### src/design/a429_pkg.sv
package a429_pkg;

    localparam int WORD_W  = 32;
    localparam int VALUE_W = 39;
    localparam int FIELD_W = 21;
    localparam int PROD_W  = 44;

    localparam logic [2:0] STATUS_PARITY_ERR = 3'd0;
    localparam logic [2:0] STATUS_NOT_USED   = 3'd1;
    localparam logic [2:0] STATUS_SSM_BASE   = 3'd2;

    localparam logic [2:0] HEMI_NONE  = 3'd0;
    localparam logic [2:0] HEMI_NORTH = 3'd1;
    localparam logic [2:0] HEMI_SOUTH = 3'd2;
    localparam logic [2:0] HEMI_EAST  = 3'd3;
    localparam logic [2:0] HEMI_WEST  = 3'd4;

    localparam logic [1:0] ENG_NONE  = 2'd0;
    localparam logic [1:0] ENG_LEFT  = 2'd1;
    localparam logic [1:0] ENG_RIGHT = 2'd2;

    localparam logic [1:0] SDI_LEFT  = 2'b01;
    localparam logic [1:0] SDI_RIGHT = 2'b10;

    localparam logic [22:0] MACH_MULT  = 23'd4294967;
    localparam logic [6:0]  MULT_45    = 7'd45;
    localparam int          MACH_SHIFT = 16;

    typedef enum logic [1:0] {
        KIND_PLAIN,
        KIND_LAT,
        KIND_LON,
        KIND_ENGINE
    } kind_t;

    typedef enum logic [1:0] {
        SCALE_ONE,
        SCALE_45,
        SCALE_MACH
    } scale_t;

    typedef struct packed {
        logic        hit;
        logic [4:0]  id;
        logic [3:0]  fshift;
        kind_t       kind;
        scale_t      scale;
        logic [4:0]  lsh;
    } entry_t;

    typedef struct packed {
        logic [1:0]         engine_side;
        logic [2:0]         hemisphere;
        logic [VALUE_W-1:0] value_q20;
        logic [4:0]         parameter_id;
        logic [7:0]         label_octal;
        logic [2:0]         status_code;
    } result_t;

    function automatic entry_t mk(input logic [4:0] id, input logic [4:0] bits,
                                  input kind_t kind, input scale_t scale,
                                  input logic [4:0] lsh);
        entry_t e;
        e.hit    = 1'b1;
        e.id     = id;
        e.fshift = 4'(5'd20 - bits);
        e.kind   = kind;
        e.scale  = scale;
        e.lsh    = lsh;
        return e;
    endfunction

    function automatic entry_t label_lookup(input logic [7:0] lab);
        entry_t e;
        e = '0;
        case (lab)
            8'h61:   e = mk(5'd1,  5'd14, KIND_PLAIN,  SCALE_ONE,  5'd16);
            8'h75:   e = mk(5'd2,  5'd14, KIND_PLAIN,  SCALE_ONE,  5'd16);
            8'h11:   e = mk(5'd3,  5'd15, KIND_PLAIN,  SCALE_ONE,  5'd16);
            8'h53:   e = mk(5'd4,  5'd15, KIND_PLAIN,  SCALE_ONE,  5'd17);
            8'hA1:   e = mk(5'd5,  5'd16, KIND_PLAIN,  SCALE_MACH, 5'd0);
            8'hAF:   e = mk(5'd6,  5'd15, KIND_PLAIN,  SCALE_ONE,  5'd20);
            8'h89:   e = mk(5'd7,  5'd12, KIND_PLAIN,  SCALE_45,   5'd10);
            8'h15:   e = mk(5'd8,  5'd12, KIND_PLAIN,  SCALE_45,   5'd10);
            8'h2B:   e = mk(5'd9,  5'd14, KIND_PLAIN,  SCALE_45,   5'd8);
            8'hAB:   e = mk(5'd10, 5'd14, KIND_PLAIN,  SCALE_45,   5'd8);
            8'h33:   e = mk(5'd11, 5'd15, KIND_PLAIN,  SCALE_45,   5'd7);
            8'h0B:   e = mk(5'd12, 5'd15, KIND_PLAIN,  SCALE_45,   5'd7);
            8'h13:   e = mk(5'd13, 5'd20, KIND_LAT,    SCALE_45,   5'd2);
            8'h93:   e = mk(5'd14, 5'd20, KIND_LON,    SCALE_45,   5'd2);
            8'hC1:   e = mk(5'd15, 5'd17, KIND_PLAIN,  SCALE_ONE,  5'd20);
            8'h54:   e = mk(5'd16, 5'd15, KIND_PLAIN,  SCALE_ONE,  5'd11);
            8'hD4:   e = mk(5'd17, 5'd15, KIND_PLAIN,  SCALE_ONE,  5'd11);
            8'h34:   e = mk(5'd18, 5'd15, KIND_PLAIN,  SCALE_ONE,  5'd11);
            8'h6B:   e = mk(5'd19, 5'd13, KIND_PLAIN,  SCALE_ONE,  5'd14);
            8'hEB:   e = mk(5'd20, 5'd13, KIND_PLAIN,  SCALE_ONE,  5'd14);
            8'h1B:   e = mk(5'd21, 5'd13, KIND_PLAIN,  SCALE_ONE,  5'd14);
            8'h91:   e = mk(5'd22, 5'd12, KIND_PLAIN,  SCALE_ONE,  5'd17);
            8'hD1:   e = mk(5'd23, 5'd11, KIND_PLAIN,  SCALE_ONE,  5'd18);
            8'hF1:   e = mk(5'd24, 5'd16, KIND_PLAIN,  SCALE_ONE,  5'd10);
            8'h47:   e = mk(5'd25, 5'd12, KIND_PLAIN,  SCALE_ONE,  5'd10);
            8'h07:   e = mk(5'd26, 5'd12, KIND_ENGINE, SCALE_ONE,  5'd10);
            8'hE7:   e = mk(5'd27, 5'd12, KIND_ENGINE, SCALE_ONE,  5'd23);
            8'hA7:   e = mk(5'd28, 5'd12, KIND_ENGINE, SCALE_ONE,  5'd19);
            8'hF3:   e = mk(5'd29, 5'd12, KIND_ENGINE, SCALE_ONE,  5'd20);
            8'h73:   e = mk(5'd30, 5'd12, KIND_ENGINE, SCALE_ONE,  5'd19);
            default: e = '0;
        endcase
        return e;
    endfunction

endpackage

### src/design/a429_decode.sv
module a429_decode (
    input  logic [a429_pkg::WORD_W-1:0] word,
    output a429_pkg::result_t           res
);

    a429_pkg::entry_t                    entry;
    logic                                parity_ok;
    logic [7:0]                          label_rev;
    logic signed [a429_pkg::FIELD_W-1:0] raw;
    logic signed [a429_pkg::FIELD_W:0]   raw_ext;
    logic signed [a429_pkg::FIELD_W:0]   mag_wide;
    logic [a429_pkg::FIELD_W-1:0]        mag;
    logic                                neg;
    logic [a429_pkg::PROD_W-1:0]         prod;
    logic [a429_pkg::VALUE_W-1:0]        vmag;

    assign entry     = a429_pkg::label_lookup(word[7:0]);
    assign parity_ok = ^word;
    assign neg       = word[28];
    assign raw       = $signed(word[28:8]) >>> entry.fshift;
    assign raw_ext   = {raw[a429_pkg::FIELD_W-1], raw};
    assign mag_wide  = neg ? -raw_ext : raw_ext;
    assign mag       = mag_wide[a429_pkg::FIELD_W-1:0];

    always_comb
    begin
        for (int i = 0; i < 8; i++)
        begin
            label_rev[i] = word[7-i];
        end
    end

    always_comb
    begin
        case (entry.scale)
            a429_pkg::SCALE_ONE:  prod = a429_pkg::PROD_W'(mag);
            a429_pkg::SCALE_45:   prod = a429_pkg::PROD_W'(mag) * a429_pkg::MULT_45;
            a429_pkg::SCALE_MACH: prod = a429_pkg::PROD_W'(mag) * a429_pkg::MACH_MULT;
            default:              prod = '0;
        endcase
    end

    always_comb
    begin
        if (entry.scale == a429_pkg::SCALE_MACH)
        begin
            vmag = a429_pkg::VALUE_W'(prod >> a429_pkg::MACH_SHIFT);
        end
        else
        begin
            vmag = a429_pkg::VALUE_W'(prod) << entry.lsh;
        end
    end

    always_comb
    begin
        res = '0;
        if (parity_ok)
        begin
            res.label_octal = label_rev;
            if (!entry.hit)
            begin
                res.status_code = a429_pkg::STATUS_NOT_USED;
            end
            else
            begin
                res.status_code  = a429_pkg::STATUS_SSM_BASE + 3'(word[30:29]);
                res.parameter_id = entry.id;
                case (entry.kind)
                    a429_pkg::KIND_LAT:
                    begin
                        res.value_q20  = vmag;
                        res.hemisphere = neg ? a429_pkg::HEMI_SOUTH : a429_pkg::HEMI_NORTH;
                    end
                    a429_pkg::KIND_LON:
                    begin
                        res.value_q20  = vmag;
                        res.hemisphere = neg ? a429_pkg::HEMI_WEST : a429_pkg::HEMI_EAST;
                    end
                    default:
                    begin
                        res.value_q20 = neg ? (a429_pkg::VALUE_W'(0) - vmag) : vmag;
                    end
                endcase
                if (entry.kind == a429_pkg::KIND_ENGINE)
                begin
                    case (word[9:8])
                        a429_pkg::SDI_LEFT:  res.engine_side = a429_pkg::ENG_LEFT;
                        a429_pkg::SDI_RIGHT: res.engine_side = a429_pkg::ENG_RIGHT;
                        default:             res.engine_side = a429_pkg::ENG_NONE;
                    endcase
                end
            end
        end
    end

endmodule

### src/design/arinc429_bnr_word_decoder_top.sv
// Channel   Dir  Width  Contents
// s_axis    in   32     word
// m_axis    out  64     status, label, parameter id, Q20 value, hemisphere, engine side
//
// A word passes from input beat to result beat through the input register, then
// one pass of lookup, constant multiply and shift into the result register.
// One word per cycle is sustained while m_tready stays high.
// rst_n clears both valid flags; payload registers are not reset.
// A stall on m_tready holds the result and lets the input register fill once.
module arinc429_bnr_word_decoder_top (
    input  logic        clk,
    input  logic        rst_n,
    input  logic        s_tvalid,
    output logic        s_tready,
    input  logic [31:0] s_tdata,   // [31:0] word
    output logic        m_tvalid,
    input  logic        m_tready,
    output logic [63:0] m_tdata    // [2:0] status_code, [10:3] label_octal,
                                   // [15:11] parameter_id, [54:16] value_q20,
                                   // [57:55] hemisphere, [59:58] engine_side,
                                   // [63:60] zero
);

    logic                          in_valid_reg;
    logic [a429_pkg::WORD_W-1:0]   word_reg;
    logic                          out_valid_reg;
    a429_pkg::result_t             res_reg;
    a429_pkg::result_t             res_next;
    logic                          advance;

    a429_decode u_decode (
        .word (word_reg),
        .res  (res_next)
    );

    assign advance  = !out_valid_reg || m_tready;
    assign s_tready = !in_valid_reg || advance;
    assign m_tvalid = out_valid_reg;
    assign m_tdata  = {4'b0000, res_reg};

    always_ff @(posedge clk or negedge rst_n)
    begin
        if (!rst_n)
        begin
            in_valid_reg  <= 1'b0;
            out_valid_reg <= 1'b0;
        end
        else
        begin
            if (s_tready)
            begin
                in_valid_reg <= s_tvalid;
            end
            if (advance)
            begin
                out_valid_reg <= in_valid_reg;
            end
        end
    end

    always_ff @(posedge clk)
    begin
        if (s_tready && s_tvalid)
        begin
            word_reg <= s_tdata;
        end
        if (advance && in_valid_reg)
        begin
            res_reg <= res_next;
        end
    end

endmodule

### config.mk
export PLATFORM = sky130hd
export DESIGN_NAME = arinc429_bnr_word_decoder_top
export DESIGN_NICKNAME = d
export VERILOG_FILES = /design/src/design/a429_pkg.sv /design/src/design/a429_decode.sv /design/src/design/arinc429_bnr_word_decoder_top.sv
export SDC_FILE = /design/constraint.sdc
export NUM_CORES = 1
export LEC_CHECK = 0
export BUFFER_PORTS_ARGS = -buffer_cell sky130_fd_sc_hd__buf_2
export CAP_MARGIN = 25
export CORE_AREA = 5 5 244 199
export DETAILED_ROUTE_END_ITERATION = 7
export DIE_AREA = 0 0 249 204
export PLACE_DENSITY_LB_ADDON = 0.2
export SLEW_MARGIN = 5
export SYNTH_ARGS = -nofsm -noshare
export SYNTH_HDL_FRONTEND = slang
export SYNTH_HIERARCHICAL = 1
export SYNTH_SLANG_ARGS = --single-unit
### constraint.sdc
create_clock -name clk -period 36.7 [get_ports clk]
set_clock_uncertainty 0.2 [all_clocks]
set_input_delay 7.34 -clock clk [delete_from_list [all_inputs] [get_ports clk]]
set_output_delay 7.34 -clock clk [all_outputs]
set_load 0.05 [all_outputs]
* Yosys cells after proc, flatten, opt, wreduce, memory -nomap -nowiden
Index checks and enable logic that the tools add are counted.
W data, S select, Z words.
** Operators by class
- Multiply operators :: 2
- Shift-type cells :: 2
- Multiplexer cells :: 11
- Reductions and logical operators :: 11
- Add/sub/neg operators :: 3
- Equal/unequal tests :: 37
** Operators with widths (number)
- $pmux W19 S30 :: 1
- $pmux W44 S3 :: 1
- $mux W39 :: 3
- $eq A8 B8 Y1 const B :: 14
- $eq A8 B7 Y1 const B :: 7
- $mul A21 B23 Y44 const B :: 1
- $shl A39 B5 Y39 :: 1
- $sub A1 B39 Y39 const A :: 1
- $eq A8 B5 Y1 const B :: 4
- $reduce_xor A32 Y1 :: 1
- $mul A21 B6 Y27 const B :: 1
- $eq A8 B6 Y1 const B :: 3
- $mux W21 :: 1
- $neg A21 Y21 :: 1
- $sshr A21 B4 Y21 :: 1
- $eq A2 B2 Y1 const B :: 4
- $eq A8 B3 Y1 const B :: 1
- $eq A8 B4 Y1 const B :: 1
- $eq A2 B1 Y1 const B :: 3
- $pmux W3 S2 :: 1
- $pmux W2 S2 :: 1
- $add A2 B2 Y3 const A :: 1
- $mux W3 :: 1
- $reduce_and A3 Y1 :: 1
- 8 further kinds :: 11
** Storage, ports and cells
- Output and inout bits :: 66
- Input port bits :: 36
- Word-level logic and storage cells :: 76
- Bits in registers :: 94

* Logic depth before layout (Yosys ltp)
Gate-level depths: netlist of the first run.
- Depth in word-level cells :: 12
- Depth in mapped cells :: 52
- Depth with buffers taken out :: 47

* Modules after synthesis
Netlist of the first run, hierarchy kept.
** Modules (own cells, without submodules)
- a429_decode :: cells an instance 2586, seq. area each 0.0 um2, instances 1, area an instance 19675.1 um2
- arinc429_bnr_word_decoder_top :: cells an instance 105, seq. area each 2812.7 um2, instances 1, area an instance 2900.3 um2

* Worst setup path after synthesis of the first run
Ideal clock, no wire load.
- Path kind :: input to output
- From :: input m_tready
- To :: output s_tready
- Data required time :: 29.160 ns
- Cell stages on the path :: 1
- Path buffers :: 0
- Data arrival time :: 7.584 ns
- Slack :: 21.576 ns
- Cell sequence :: nand3b_4
** On the way
- Word-level cells in the longest chain between the ends :: 2
** Ends and longest elaborated chain
- start, declared :: line arinc429_bnr_word_decoder_top.sv:17 : input logic m_tready,
- $logic_or A1 B1 Y1 :: line arinc429_bnr_word_decoder_top.sv:36 : assign advance = !out_valid_reg || m_tready;
- $logic_or A1 B1 Y1 :: line arinc429_bnr_word_decoder_top.sv:37 : assign s_tready = !in_valid_reg || advance;
- end, declared :: line arinc429_bnr_word_decoder_top.sv:14 : output logic s_tready,
Every way passes these cells.

* Worst setup path in the final report of the first run
Ends and elaborated chain as after synthesis.

==> reports/summary.txt, run 1 <==
final hold violation count: 0
Die X: 249 um
biggest cell delay along the critical path: 0.26 ns
Req. time, crit path: 29.16 ns
Worst Tran Pin Value: 1.17 ns
startpoint types: input port
R2R setup slack: 21.42 ns
layout cell share with drive strength beyond 1: 10.9%
die area: 0.0508 mm^2
WP depth: 3
routability cong.: 1.05
crit path to: s_tready
class of the worst hold path: reg2reg
Ant. Diodes: 0
synth-to-layout area growth: 5.99%
core box area: 0.0461 mm^2
fin crit period: 15.35 ns
FMAX: 0.0651 GHz
Starting Density: 49.0%
starting DRC count in detailed routing: 2,444
reg2reg start: word_reg[6]$_DFFE_PP_
crit end category: output pin
clk slew on worst S/H paths: 0.07 ns
fin cells: 3,349
# setup viols final: 0
Post-Syn Instances: 2,691
total grt overflow: 0
Post-Route WL: 83,200 um
Critical path origin: m_tready
Worst-Skew Late Latency: 0.36 ns
top cells by count, synth: 333 x inv_1, 286 x ha_1, 188 x nand2_1
Top cell by count, worst path: buf_2
Worst EP arrival: 7.81 ns
Rows: 71
Setup TNS: 0 ns
Vias: 21,700
nets: 3,212
Async SR Flop Fraction: 2.13%
CP Class: in2out
CTS root buf: clkbuf_16
antenna violations before repair: 3
crit path buf inv count: 2
relative slew slack: 21.5%
Synth warnings: 6
top area cells in the synthesized netlist: ha_1 16%, fa_1 15%, edfxtp_1 12%
GRT Total Usage: 31.9%
Filler cells: 4,406
number of global-route vias before repair: 20,900
#FFs+latches synth: 94
Clock Path Buffers: 2
Mapped Area: 0.0226 mm^2
count leader, synth: inv_1
Final ANT Viol Nets: 0
number of flops mapped to enable cells by yosys: 92
maximum fanout along the worst path: 3
synthesized area per cell: 8.39 um^2
Routed wire per std cell: 24.8 um
cts repair resizes: 0
Pre-antenna DRT Iters: 6
placed cell count: 3,332
CTS tree: done
max-cap violations: 0
FF-to-FF End: m_tdata[52]$_DFFE_PP_
RSZ-0062 raised after global routing: no
FF-to-FF path depth: 45
DRC Markers: 0
share of the yosys chip area belonging to registers: 12.5%
ys flop type: edfxtp_1
largest net degree at the start of global routing: 62
cell family with most CP delay: buffers and inverters
crit share post-route: 41.8%
I/O pin count: 102
HPWL after detailed placement: 67,000 um
pins over their slew limit: 0
largest area contributor in the netlist: ha_1
slowest CP cell: buf_2
global-route wire length before repair: 127,000 um
CTS Sinks: 94
Setup Buffers After CTS: 0
IO buf count: 97
DR vias/cell: 6.49
status: finished clean
crit-path cells: buf_2 > nand3b_4 > buf_2
hold buffer count at CTS: 0
die span in y: 204 um
max FFs per register: 60
top-area cell type share of the netlist area: 15.9%
number of CTS-inserted buffers: 9
Max H-tree Level: 3
Unique masters post-synth: 128
==> worst register-to-register path, delay by kind of cell (launching register included) <==
| kind | cells | cell delay [ns] |
|---|---|---|
| buf+inv | 8 | 0.83 |
| flops | 1 | 0.40 |
| simple gates | 14 | 5.18 |
| compound gates | 11 | 3.56 |
| fa+ha+maj | 10 | 4.49 |
| mux | 2 | 0.44 |
==> area by class of cell <==
cell class / count / area, um^2 / share of cell area, %
Clock buffer: 9 / 225 / 0.941
Tap cell: 620 / 776 / 3.24
Inverter: 335 / 1260 / 5.26
Multi-Input combinational cell: 2138 / 17900 / 75.0
Clock inverter: 7 / 67.6 / 0.282
Timing Repair Buffer: 146 / 855 / 3.57
Sequential cell: 94 / 2810 / 11.8
==> routing by layer <==
layer | vias to the layer above | wire length (um) | GRT usage, %
met3 | 147 | 9720 | 11.8
met5 | - | 189 | 2.19
met1 | 10600 | 37700 | 46.4
met2 | 1117 | 33800 | 45.7
met4 | 6 | 1780 | 6.09
li1 | 9843 | - | -
==> layout by cell type, fill, tap and decap left out, types with 19 or more instances in the layout <==
master / instances
o22ai_1: 25
inv_1: 333
nand3_1: 93
ha_1: 286
and3_1: 29
nand2b_1: 23
buf_4: 46
a21o_1: 39
xor2_1: 33
mux2i_1: 53
buf_2: 98
xnor2_1: 62
or3_1: 20
o21a_1: 31
o21ai_0: 112
o31ai_1: 22
edfxtp_1: 92
or2_2: 24
nor4_1: 19
and2_1: 29
nor3_1: 61
a31oi_1: 38
a21oi_1: 138
nand2_1: 188
a211oi_1: 43
nand4_1: 31
nor2_1: 184
o211ai_1: 36
fa_1: 166
==> cell families after synthesis <==
group	Yosys count	synth area share, %
compound gates	736	23.6
mux	64	3.00
other cells	1	0.0166
buf+inv	462	8.39
flops	94	12.5
xor+xnor	97	3.76
simple gates	785	18.2
fa+ha+maj	452	30.6
==> through the flow <==
step / hold slack [ns] / area (um^2) / worst slack, ns / util, %
2_1_floorplan: 0.311 / 22600 / 21.58 / -
3_3_place_gp: 0.322 / 23600 / 21.35 / 51.2
3_5_place_dp: 0.345 / 23600 / 21.35 / 51.2
4_1_cts: 0.358 / 23900 / 21.35 / 51.9
5_1_grt: 0.383 / 23900 / 20.61 / 51.9
6_report: 0.355 / 23900 / 21.35 / 51.9
==> how the worst min path moves through the flow <==
stage                                   startpoint                   end  slack (ns)  depth (start not counted)
final                     in_valid_reg$_DFFE_PN0P_  m_tvalid$_DFFE_PN0P_        0.36                          1
after floorplan           in_valid_reg$_DFFE_PN0P_  m_tvalid$_DFFE_PN0P_        0.31                          1
after global placement    in_valid_reg$_DFFE_PN0P_  m_tvalid$_DFFE_PN0P_        0.32                          1
after global routing      in_valid_reg$_DFFE_PN0P_  m_tvalid$_DFFE_PN0P_        0.38                          1
after detailed placement  in_valid_reg$_DFFE_PN0P_  m_tvalid$_DFFE_PN0P_        0.35                          1
after CTS                 in_valid_reg$_DFFE_PN0P_  m_tvalid$_DFFE_PN0P_        0.36                          1
Power of run 1 is not shown: default switching activity piles up to over one toggle a cycle in this logic, so the estimate is an artifact.
==> run 2, diff against run 1 <==
- clock period: 36.7 -> 13.94 ns (I/O delays scaled with it)
==> reports/summary.txt, run 2 (synthesis gave the netlist of run 1 again) <==
Worst EP arrival: 13.31 ns (was 7.81 ns)
DRC Markers: 0 (unchanged)
Ant. Diodes: 0 (unchanged)
starting DRC count in detailed routing: 2,485 (was 2,444)
clk slew on worst S/H paths: 0.07 ns (about the same)
CTS Sinks: 94 (unchanged)
final hold violation count: 0 (unchanged)
FMAX: 0.0746 GHz
Starting Density: 49.0% (unchanged)
Vias: 22,200 (was 21,700)
HPWL after detailed placement: 72,600 um (was 67,000 um)
Max H-tree Level: 3 (unchanged)
layout cell share with drive strength beyond 1: 13.8% (was 10.9%)
GRT Total Usage: 33.4% (was 31.9%)
status: finished clean (unchanged)
nets: 3,289 (was 3,212)
CTS root buf: clkbuf_16 (unchanged)
total grt overflow: 0 (unchanged)
die span in y: 204 um (unchanged)
Pre-antenna DRT Iters: 6 (unchanged)
crit path buf inv count: 6 (was 2)
fin crit period: 13.41 ns
largest net degree at the start of global routing: 61 (was 62)
maximum fanout along the worst path: 16 (was 3)
commonest non-fill, non-tap cell in the layout: inv_1 (unchanged)
antenna violations before repair: 0 (was 3)
CP Class: reg2reg (was in2out)
core box area: 0.0461 mm^2 (unchanged)
routability cong.: 1.04 (was 1.05)
DR vias/cell: 6.49 (about the same)
crit share post-route: 96.2%
max FFs per register: 60 (unchanged)
RSZ-0062 raised after global routing: no (unchanged)
Rows: 71 (unchanged)
relative slew slack: 37.6% (was 21.5%)
number of CTS-inserted buffers: 9 (unchanged)
Top cell by count, worst path: ha_1 (was buf_2)
crit end category: flip-flop (was output pin)
Req. time, crit path: 13.84 ns (was 29.16 ns)
I/O pin count: 102 (unchanged)
Worst-Skew Late Latency: 0.35 ns (was 0.36 ns)
synth-to-layout area growth: 8.80% (was 5.99%)
Critical path origin: word_reg[1]$_DFFE_PP_ (was m_tready)
pins over their slew limit: 0 (unchanged)
Worst Tran Pin Value: 0.936 ns (was 1.17 ns)
CTS tree: done (unchanged)
hold wc startpoint: in_valid_reg$_DFFE_PN0P_ (unchanged)
most frequent cells in the layout: 333 x inv_1, 282 x ha_1, 188 x nand2_1 (was 333 x inv_1, 286 x ha_1, 188 x nand2_1)
startpoint types: flip-flop (was input port)
reg2reg start: word_reg[1]$_DFFE_PP_ (was word_reg[6]$_DFFE_PP_)
# setup viols final: 0 (unchanged)
Clock Path Buffers: 2 (unchanged)
biggest cell delay along the critical path: 0.64 ns (was 0.26 ns)
die area: 0.0508 mm^2 (unchanged)
Setup TNS: 0 ns (unchanged)
Die X: 249 um (unchanged)
max-cap violations: 0 (unchanged)
slowest CP cell: nor4_1 (was buf_2)
Post-Route WL: 87,500 um (was 83,200 um)
Final ANT Viol Nets: 0 (unchanged)
Routed wire per std cell: 25.6 um (was 24.8 um)
IO buf count: 97 (unchanged)
cell family with most CP delay: simple AND/OR/NAND/NOR gates (was buffers and inverters)
global-route wire length before repair: 132,000 um (was 127,000 um)
number of global-route vias before repair: 21,000 (was 20,900)
class of the worst hold path: reg2reg (unchanged)
-- run 2: changes by cell type in the layout (fill, tap and decap cells not counted), moves of 2 or more --
cell     delta
o41ai_1     -2
inv_6       +2
ha_1        -4
buf_4      +79
ha_2        +4
o41ai_2     +2
-- run 2: worst register-to-register path, delay by kind of cell (launching register included) --
family | cells | cell delay (ns)
simple gates | 11 | 4.15
fa+ha+maj | 10 | 3.69
compound gates | 12 | 3.36
mux | 3 | 0.79
buf+inv | 6 | 0.53
flops | 1 | 0.44
-- run 2: layer usage --
| metal | routed length [um] | vias to the layer above | GRT usage [%] |
|---|---|---|---|
| li1 | - | 10000 | - |
| met1 | 40700 | 10900 | 51.3 |
| met2 | 35800 | 1170 | 47.9 |
| met3 | 9320 | 121 | 8.22 |
| met4 | 1700 | 0 | 5.77 |
| met5 | 0 | - | 0 |
-- run 2: through the flow --
stage                     util (%)  instances  hold slack, ns  setup slack (ns)  area [um^2]
after floorplan                  -       2694           0.311              1.85        22600
after global placement        52.4       3406           0.320             0.240        24200
after detailed placement      52.4       3406           0.337             0.134        24200
after CTS                     53.0       3422           0.347            0.0675        24500
after global routing          53.3       3426           0.357            0.0114        24600
final                         53.3       3426           0.343             0.531        24600
-- run 2: layout make-up --
cell class | instances | area [um^2]
Tap cell | 620 | 776
Sequential cell | 94 | 2810
Inverter | 335 | 1260
Clock inverter | 7 | 53.8
Fill cell | 4324 | 21500
Clock buffer | 9 | 225
Multi-Input combinational cell | 2138 | 18000
Timing Repair Buffer | 223 | 1440
-- run 2: final timing paths --
check                                           end  slack [ns]  depth (start not counted)
min reg2reg                    m_tvalid$_DFFE_PN0P_        0.34                          1
max                           m_tdata[50]$_DFFE_PP_        0.53                         42
min in group asynchronous      m_tvalid$_DFFE_PN0P_        2.00                          1
max in group asynchronous  in_valid_reg$_DFFE_PN0P_       11.44                          1
min                            m_tvalid$_DFFE_PN0P_        0.34                          1
max reg2reg                   m_tdata[50]$_DFFE_PP_        0.53                         42
-- run 2: what timing repair did --
item | 4_1_cts | 5_1_grt
hold buffers | 0 | 0
endpoints found under the setup margin | 0 | 22
setup buffers | 0 | 2
gates resized for setup | 0 | 16
Power of run 2 is left out for the same reason.
==> run 3, diff against run 2 <==
- CORE_AREA: 5 5 244 199 -> 3 3 242 197
- DIE_AREA: 0 0 249 204 -> 0 0 245 200
- MAX_ROUTING_LAYER: not set -> met4
==> reports/summary.txt, run 3 (synthesis gave the netlist of run 1 again) <==
reg2reg start: word_reg[6]$_DFFE_PP_ (was word_reg[1]$_DFFE_PP_)
Rows: 70 (was 71)
Req. time, crit path: 13.84 ns (about the same)
CTS Sinks: 94 (unchanged)
Filler cells: 4,239 (was 4,324)
CP Class: reg2reg (unchanged)
FMAX: 0.0741 GHz (was 0.0746 GHz)
largest net degree at the start of global routing: 61 (unchanged)
FF-to-FF End: m_tdata[52]$_DFFE_PP_ (was m_tdata[50]$_DFFE_PP_)
synth-to-layout area growth: 8.19% (was 8.80%)
cell family with most CP delay: adder cells (was simple AND/OR/NAND/NOR gates)
Setup TNS: 0 ns (unchanged)
crit path to: m_tdata[52]$_DFFE_PP_ (was m_tdata[50]$_DFFE_PP_)
HPWL after detailed placement: 71,300 um (was 72,600 um)
Pre-antenna DRT Iters: 6 (unchanged)
Final ANT Viol Nets: 0 (unchanged)
clk slew on worst S/H paths: 0.07 ns (about the same)
crit path buf inv count: 4 (was 6)
Worst Tran Pin Value: 1.15 ns (was 0.936 ns)
max-cap violations: 0 (unchanged)
DRC Markers: 0 (unchanged)
Post-Route WL: 87,600 um (was 87,500 um)
nets: 3,260 (was 3,289)
routed wl met2: 35,800 um (about the same)
IO buf count: 97 (unchanged)
pins over their slew limit: 0 (unchanged)
number of CTS-inserted buffers: 9 (unchanged)
total grt overflow: 0 (unchanged)
global-route wire length before repair: 131,000 um (was 132,000 um)
FF-to-FF path depth: 40 (was 42)
core box area: 0.0455 mm^2 (was 0.0461 mm^2)
GRT Total Usage: 36.3% (was 33.4%)
Die X: 245 um (was 249 um)
CTS tree: done (unchanged)
Clock Path Buffers: 2 (unchanged)
WP depth: 40 (was 42)
crit share post-route: 96.8% (was 96.2%)
max FFs per register: 60 (unchanged)
R2R setup slack: 0.45 ns (was 0.53 ns)
final hold violation count: 0 (unchanged)
I/O pin count: 102 (unchanged)
Critical path origin: word_reg[6]$_DFFE_PP_ (was word_reg[1]$_DFFE_PP_)
starting DRC count in detailed routing: 2,977 (was 2,485)
number of global-route vias before repair: 20,600 (was 21,000)
CTS root buf: clkbuf_16 (unchanged)
biggest cell delay along the critical path: 0.68 ns (was 0.64 ns)
fin crit period: 13.49 ns (was 13.41 ns)
DR vias/cell: 6.56 (was 6.49)
die span in y: 200 um (was 204 um)
startpoint types: flip-flop (unchanged)
relative slew slack: 21.2% (was 37.6%)
# setup viols final: 0 (unchanged)
uppermost layer routed: met4 (unchanged)
class of the worst hold path: reg2reg (unchanged)
Worst-Skew Late Latency: 0.35 ns (about the same)
Starting Density: 49.7% (was 49.0%)
layout cell share with drive strength beyond 1: 13.1% (was 13.8%)
Routed wire per std cell: 25.8 um (was 25.6 um)
Vias: 22,200 (about the same)
maximum fanout along the worst path: 15 (was 16)
antenna violations before repair: 1 (was 0)
routability cong.: 1.05 (was 1.04)
slowest CP cell: xnor2_1 (was nor4_1)
crit end category: flip-flop (unchanged)
Top cell by count, worst path: fa_1 (was ha_1)
Max H-tree Level: 3 (unchanged)
die area: 0.0490 mm^2 (was 0.0508 mm^2)
met3 wire length: 9550 um (was 9320 um)
M1 WL: 40,600 um (was 40,700 um)
Worst EP arrival: 13.39 ns (was 13.31 ns)
status: finished clean (unchanged)
most frequent cells in the layout: 333 x inv_1, 279 x ha_1, 188 x nand2_1 (was 333 x inv_1, 282 x ha_1, 188 x nand2_1)
commonest non-fill, non-tap cell in the layout: inv_1 (unchanged)
run 3: area by class of cell:
type	instances	area (um^2)	share of cell area, %
flip-flops and latches	94	2810	11.5
clock inverters	7	80.1	0.328
multi-input cells	2139	18100	74.0
diodes	2	5.00	0.0205
clock buffers	9	225	0.922
well taps	612	766	3.14
repair buffers	193	1210	4.94
inverters	335	1260	5.15
run 3: timing repair:
action / in CTS / in global routing
gates resized for setup: 0 / 30
endpoints found under the setup margin: 0 / 20
setup buffers: 0 / 11
hold buffers: 0 / 0
run 3: worst reg2reg max path: cells and delay by family (launching register included):
family / cells / cell delay [ns]
flip-flops: 1 / 0.44
AND/OR/NAND/NOR: 11 / 2.75
adder cells (fa/ha/maj): 9 / 4.25
XOR/XNOR: 1 / 0.68
AO/OA/AOI/OAI: 14 / 4.23
buffers and inverters: 4 / 0.59
multiplexers: 1 / 0.12
run 3: worst min path at each step:
stage               slack [ns]  cells after the start                startpoint              endpoint
floorplan                 0.31                      1  in_valid_reg$_DFFE_PN0P_  m_tvalid$_DFFE_PN0P_
global placement          0.32                      1  in_valid_reg$_DFFE_PN0P_  m_tvalid$_DFFE_PN0P_
detailed placement        0.33                      1  in_valid_reg$_DFFE_PN0P_  m_tvalid$_DFFE_PN0P_
CTS                       0.36                      1  in_valid_reg$_DFFE_PN0P_  m_tvalid$_DFFE_PN0P_
global route              0.40                      1  in_valid_reg$_DFFE_PN0P_  m_tvalid$_DFFE_PN0P_
finish                    0.35                      1  in_valid_reg$_DFFE_PN0P_  m_tvalid$_DFFE_PN0P_
run 3: metal layers:
layer | up-vias | track usage [%]
li1 | 9951 | -
met1 | 10900 | 53.9
met2 | 1253 | 50.4
met3 | 130 | 8.72
met4 | 0 | 5.90
met5 | - | -
run 3: stage by stage:
step | utilization [%] | cell area [um^2] | hold WS (ns) | worst slack, ns | std cells
final | 53.7 | 24400 | 0.354 | 0.445 | 3391
after global routing | 53.7 | 24400 | 0.397 | -0.0467 | 3391
after CTS | 53.2 | 24200 | 0.363 | 0.137 | 3377
after detailed placement | 52.5 | 23900 | 0.331 | 0.214 | 3361
after global placement | 52.5 | 23900 | 0.324 | 0.363 | 3360
after floorplan | - | 22600 | 0.311 | 1.85 | 2694
Power of run 3 is left out for the same reason.
